## src/hw/rtl/ggbs_pkg.sv

```systemverilog
`default_nettype none
package ggbs_pkg;

  // configuration register indexes
  localparam logic [1:0] REG_GRAD_THRESHOLD = 2'd0;
  localparam logic [1:0] REG_FRAME_WIDTH    = 2'd1;
  localparam logic [1:0] REG_FRAME_HEIGHT   = 2'd2;

  // item kinds on s_axis_tuser
  localparam logic OP_PIXEL = 1'b0;
  localparam logic OP_DRAIN = 1'b1;

  localparam logic [10:0] WIDTH_RESET  = 11'd640;
  localparam logic [12:0] HEIGHT_RESET = 13'd480;
  localparam logic [12:0] HEIGHT_MIN   = 13'd3;
  localparam logic [12:0] HEIGHT_MAX   = 13'd4096;

  // floor(x / 9) for x < 2304 as (x * 7282) >> 16
  localparam logic [12:0] RECIP_9 = 13'd7282;

  localparam int OUTQ_DEPTH = 8;
  localparam int OUTQ_AW    = 3;
  localparam int OUTQ_CW    = 4;

  typedef struct packed {
    logic produce;
    logic last;
    logic interior;
  } ctrl_t;

  typedef struct packed {
    logic       last;
    logic [7:0] pix;
  } out_word_t;

endpackage
`default_nettype wire

```

## src/hw/rtl/ggbs_outq.sv

```systemverilog
`default_nettype none
module ggbs_outq (
  input  wire                    clk,
  input  wire                    rst,
  input  wire                    push,
  input  ggbs_pkg::out_word_t    push_word,
  output logic                   tvalid,
  input  wire                    tready,
  output ggbs_pkg::out_word_t    word,
  output logic [3:0]             count
);
  import ggbs_pkg::*;

  out_word_t            slots [OUTQ_DEPTH];
  logic [OUTQ_AW-1:0]   wr_ptr;
  logic [OUTQ_AW-1:0]   rd_ptr;
  logic                 pop;

  assign tvalid = (count != '0);
  assign pop    = tvalid && tready;
  assign word   = slots[rd_ptr];

  always_ff @(posedge clk) begin
    if (push) begin
      slots[wr_ptr] <= push_word;
    end
  end

  always_ff @(posedge clk) begin
    if (rst) begin
      wr_ptr <= '0;
      rd_ptr <= '0;
      count  <= '0;
    end else begin
      if (push) wr_ptr <= wr_ptr + 1'b1;
      if (pop) rd_ptr <= rd_ptr + 1'b1;
      case ({push, pop})
        2'b10:   count <= count + 1'b1;
        2'b01:   count <= count - 1'b1;
        default: count <= count;
      endcase
    end
  end

endmodule
`default_nettype wire

```

## config.mk

```make
export PLATFORM = sky130hd
export DESIGN_NAME = ggbs_outq
export DESIGN_NICKNAME = d
export VERILOG_FILES = /design/src/hw/rtl/ggbs_pkg.sv /design/src/hw/rtl/ggbs_outq.sv
export SDC_FILE = /design/constraint.sdc
export NUM_CORES = 1
export LEC_CHECK = 0
export ABC_CLOCK_PERIOD_IN_PS = 3600
export BUFFER_PORTS_ARGS = -buffer_cell sky130_fd_sc_hd__buf_2
export CAP_MARGIN = 20
export CORE_MARGIN = 4
export CORE_UTILIZATION = 55
export CTS_BUF_LIST = sky130_fd_sc_hd__clkbuf_4 sky130_fd_sc_hd__clkbuf_8
export CTS_CLUSTER_DIAMETER = 100
export CTS_CLUSTER_SIZE = 14
export DETAILED_ROUTE_END_ITERATION = 7
export HOLD_SLACK_MARGIN = 0.02
export PLACE_DENSITY = 0.85
export SLEW_MARGIN = 20
export SYNTH_ARGS = -nofsm -noshare
export SYNTH_HDL_FRONTEND = slang
export SYNTH_SLANG_ARGS = --single-unit
```

## constraint.sdc

```tcl
create_clock -name clk -period 3.6 [get_ports clk]
set_input_delay 0.54 -clock clk [delete_from_list [all_inputs] [get_ports clk]]
set_output_delay 0.54 -clock clk [all_outputs]
set_load 0.02 [all_outputs]
```

* After elaboration in Yosys (flattened, before gate mapping) *
Memories as Yosys holds them, arrays and structs flattened. A register that Yosys moved wholly into a read port is not among the register bits.
Cells that the tools add are included.

cells by class
  add/subtract/negate cells = 4
  multipliers = 0
  div/mod/pow operators = 0
  magnitude comparators = 0
  eq/ne operators = 2
  shifts and indexed selects = 0
  multiplexer cells = 5
  bitwise operators = 0
  reduce and logical (&&, ||, !) cells = 3

operators by type and width
  cell                                                                 count
  4-bit case mux with 2 select lines                                   1
  3-bit by 1-bit adder with 3-bit output (second input constant)       2
  3-bit 2-to-1 mux                                                     2
  4-bit by 1-bit adder with 4-bit output (second input constant)       1
  4-bit nonzero test                                                   1
  4-bit by 1-bit subtractor with 4-bit output (second input constant)  1
  2-bit by 1-bit == test with 1-bit output (second input constant)     1
  2-bit == test (second input constant)                                1
  1-bit 2-to-1 mux                                                     2
  2-bit nonzero test                                                   1
  1-bit logical AND                                                    1

storage, ports and cells
  bits in registers = 10
  latch bits = 0
  memory bits (writable) = 72
  ROM bits = 0
  input bits = 13
  logic and storage cells = 18
  memories = 1

memories
  name   depth  bits a word  read ports  clocked after memory_dff  write ports  line             text
  slots  8      9            1           1                         1            ggbs_outq.sv:14  out_word_t slots [OUTQ_DEPTH];

* Logic depth before layout (Yosys ltp) *
  depth after elaboration = 4
  gate-level depth with buffers = 10

* Worst setup path after synthesis *
OpenSTA, ideal clock, no wires.

  path kind = register -> register
  from = register count[0]
  to = register count[3]
  library setup time = 0.121 ns
  arrival time = 2.530 ns
  path slack = 0.949 ns
  stages on the path, launching flop included = 10
  buffers on the path = 1
  clock period less this slack = 2.651 ns
  cells stage by stage = dfxtp_1 -> or4_1 -> nand2_1 -> inv_1 -> ha_1 -> clkbuf_1 -> nor4b_1 -> o21ai_0 -> o31ai_1 -> mux2_2

on the way
  longest elaborated chain between the ends = 4
  elaborated cells between the ends (all ways) = 8
  classes of those cells = add/sub (2); eq/ne (2); mux (1); reduce/logical (3)

RTL lines
  element                                                                           line             text
  start, declared                                                                   ggbs_outq.sv:10  output logic [3:0] count
  start signal, assigned                                                            ggbs_outq.sv:38  2'b10: count <= count + 1'b1;
  start signal, assigned                                                            ggbs_outq.sv:39  2'b01: count <= count - 1'b1;
  start signal, assigned                                                            ggbs_outq.sv:40  default: count <= count;
  4-bit nonzero test (*)                                                            ggbs_outq.sv:19  assign tvalid = (count != '0);
  named net tvalid                                                                  ggbs_outq.sv:7   output logic tvalid,
  1-bit logical AND (*)                                                             ggbs_outq.sv:20  assign pop = tvalid && tready;
  2-bit by 1-bit == test with 1-bit output / 2-bit == test (equally long branches)  ggbs_outq.sv:37  case ({push, pop})
  4-bit case mux with 2 select lines / 2-bit nonzero test (equally long branches)   -

Mark *: on every way through the listed nets, which the timed path passes. The rest lies on a longest branch.
A chain may end at the register's enable or synchronous reset.

==> summary.md <==
| Metric | Value |
|---|---|
| Syn-to-layout area delta | `11.8%` |
| Startpoint types | `register` |
| Outcome | `complete, no violations` |
| Syn_nets | `between 150 and 200` |
| Core ar. | `slightly below 6000 um^2` |
| Post-synth top flop | `edfxtp_1` |
| HPWL after detailed placement | `about 3400 um` |
| Count leader, synth | `edfxtp_1` |
| Comb pwr share | `0.185` |
| Setup TNS | `0 ns` |
| Synthesized area | `~3400 um^2` |
| Finish-stage setup viols | `0` |
| Die width | `just under 90 um` |
| Critical Path RT | `3.06 ns` |
| Seq cells post-synth | `85` |
| Hold_buf cts | `0` |
| Top cells by area, synth | `edfxtp_1 (63%), mux4_1 (14%), dfxtp_1 (7.6%), mux2_2 (3.3%), ha_1 (1.8%)` |
| Tmin final | `around 2.6 ns` |
| Synth Area in Adders | `0.0184` |
| Max-Cap Viols | `0` |
| Num CTS Buffers | `9` |
| CP Capture Type | `output port` |
| DRC marker count from the first detailed-route iteration | `roughly 130` |
| Final Hold Fails | `0` |
| Post-CTS Setup Inserts | `0` |
| Least-Margin Pin Slew | `between 1 and 1.5 ns` |
| GRT Util Overall | `0.174` |
| RD Place Congestion | `approximately 0.70` |
| Worst ir drop on vdd | `approximately 0.47 mV` |
| Xor/xnor share of the synthesized area | `0.0154` |
| Leakage | `1.34 nW` |
| Final antenna-violating net count | `0` |
| Setup Skew | `0.00709 ns` |
| Final Slew Violations | `0` |
| F_max | `around 0.38 GHz` |
| Post-synth EDFFs | `between 70 and 80` |
| Avg Cell Area, Syn | `19.2 um^2` |
| Ys Warns | `0` |
| Number of port buffers | `26` |
| CTS root buf | `clkbuf_8` |
| Critical Path AT | `between 2 and 2.5 ns` |
| Crit path to | `word[6]` |
| Min-Delay Path Class | `input port to register` |
| Fin crit share | `0.722` |
| Initial antenna violation count | `0` |
| CTS H-Tree Depth | `3` |
| Number of global-route vias before repair | `between 1500 and 2000` |
| Net load switching power | `between 0.5 and 0.6 mW` |
| Multiplexer share of the synthesized area | `0.178` |
| Vias | `1679` |
| Final net count | `228` |
| Clock insertion delay at the later pin of the skew report | `0.34 ns` |
| Top-area cell type share of the netlist area | `0.635` |
| Filler cells | `421` |
| Drt pass-1 iters | `4` |
| Sw frac | `0.257` |
| Asr flop ratio synth | `0` |
| First-pass GRT wire length | `about 9300 um` |
| Clk pwr share | `0.309` |
| Layout cells sized above 1 | `0.248` |
| Clk buf depth | `2` |
| Critical setup path kind | `register to output port` |
| Cell taking the most area after synthesis | `edfxtp_1` |
| Largest net degree at the start of global routing | `19` |
| DIE AREA | `7520 um^2` |
| Yosys cell types | `26` |
| Internal | `between 1.5 and 2 mW` |
| Antenna fix cells | `0` |
| Seq/Total Area, Yosys | `0.711` |
| Reg2reg path depth | `10` |
| Grt total ovfl | `0` |
| Drt drc | `0` |
| # IOs | `27` |
| CTS tree | `done` |
| Unrepaired setup endpoints after global routing | `no` |
| Die Ht | `86.7 um` |
| Syn Inst Count | `177` |
| Flop pwr share | `0.506` |
| Wire per inst | `about 20 um` |
| Row Count | `28` |
| Synth Area in Compound Gates | `0.0125` |
| Clock Sinks | `between 80 and 90` |
| Main combinational cell family by area after synthesis | `multiplexers` |
| Pwr dens | `between 500 and 600 nW/um^2` |
| CTS resizes | `0` |
| Commonest cells in the netlist | `edfxtp_1 (72), mux4_1 (18), nor2_1 (14)` |
| Worst flop-to-flop path startpoint | `count[0]` |
| R2r endpoint | `count[2]` |
| Flop2flop setup slack | `just over 1 ns` |
| Via density | `5.81` |
| Reg clk slew, reported paths | `0.08 ns` |
| Simple-gate portion of the synthesized area | `0.0477` |
| Slew margin rel. | `0.322` |
| Crit path max fanout | `18` |
| Drt total wl | `between 5000 and 6000 um` |
| Final Util | `0.640` |
| Starting density of the core | `0.572` |
## per-stage QoR
step	hold slack (ns)	setup WS, ns	cell area (um^2)	total power, mW	cells
floorplan	0.454	0.949	3410	1.50	177
global placement	0.479	1.16	3600	1.59	274
detailed placement	0.488	1.10	3600	1.60	274
CTS	0.449	0.959	3810	2.30	289
global route	0.464	0.819	3810	2.39	289
finish	0.460	1.00	3810	2.29	289
## logic make-up after synthesis
| family | after synthesis |
|---|---|
| adder cells (fa/ha/maj) | 5 |
| buffers and inverters | 9 |
| XOR/XNOR | 6 |
| flip-flops | 85 |
| AND/OR/NAND/NOR | 34 |
| AO/OA/AOI/OAI | 8 |
| multiplexers | 30 |
## power groups by stage
stage | sequential [mW] | clock (mW) | combinational [mW]
2_1_floorplan | 1.17 | 0 | 0.321
3_3_place_gp | 1.17 | 0 | 0.414
3_5_place_dp | 1.18 | 0 | 0.423
4_1_cts | 1.16 | 0.714 | 0.428
5_1_grt | 1.16 | 0.766 | 0.463
6_report | 1.16 | 0.707 | 0.423
## how the worst min path moves through the flow
| stage | startpoint | end | slack (ns) | cells past startpoint |
|---|---|---|---|---|
| 3_3_place_gp | wr_ptr[0] | wr_ptr[0] | 0.48 | 2 |
| 5_1_grt | push_word[1] | slots[3][1] | 0.46 | 1 |
| 3_5_place_dp | rd_ptr[1] | rd_ptr[1] | 0.49 | 2 |
| 4_1_cts | push_word[5] | slots[0][5] | 0.45 | 1 |
| 6_report | push_word[2] | slots[0][2] | 0.46 | 1 |
| 2_1_floorplan | rd_ptr[1] | register | 0.45 | 2 |
## layer usage
metal	share of wire	vias to the layer above	wire length, um	GRT usage
li1	-	776	-	-
met1	0.43	845	2470	0.232
met2	0.49	51	2830	0.272
met3	0.067	7	385	0.0475
met4	0.012	0	67	0.0765
met5	0	-	0	0
## area by class of cell
cell class              count  area (um^2)  share of cell area
clock buffers              10          131              0.0345
clock inverters             5         76.3              0.0200
inverters                   2         7.51             0.00197
multi-input cells          83          926               0.243
flip-flops and latches     85         2420               0.636
well taps                  75         93.8              0.0246
repair buffers             29          153              0.0401
## worst max-delay path, cell delays in order (launching register included)
cell	delay [ns]
dfxtp_1	0.84
mux4_1	0.42
mux2_2	0.29
buf_2	0.16
## placed cells by master (no fill, tap or decap), types with 2 or more instances in the layout
cell type	n
ha_1	5
mux4_1	18
nand2b_1	3
nand3_1	2
clkbuf_8	9
mux2_2	10
xor2_1	6
buf_2	26
nand2_1	7
mux2i_1	2
nor2b_1	2
inv_1	2
a21oi_1	4
nor3_1	2
nor2_1	14
edfxtp_1	72
buf_4	3
dfxtp_1	13
o21ai_0	3
bufinv_16	2
## registers in the layout (all words and copies together) (netlist names), named ones only
register	flops
slots	72
rd_ptr	3
count	4
wr_ptr	3
Power figures use the tool's default switching activity.
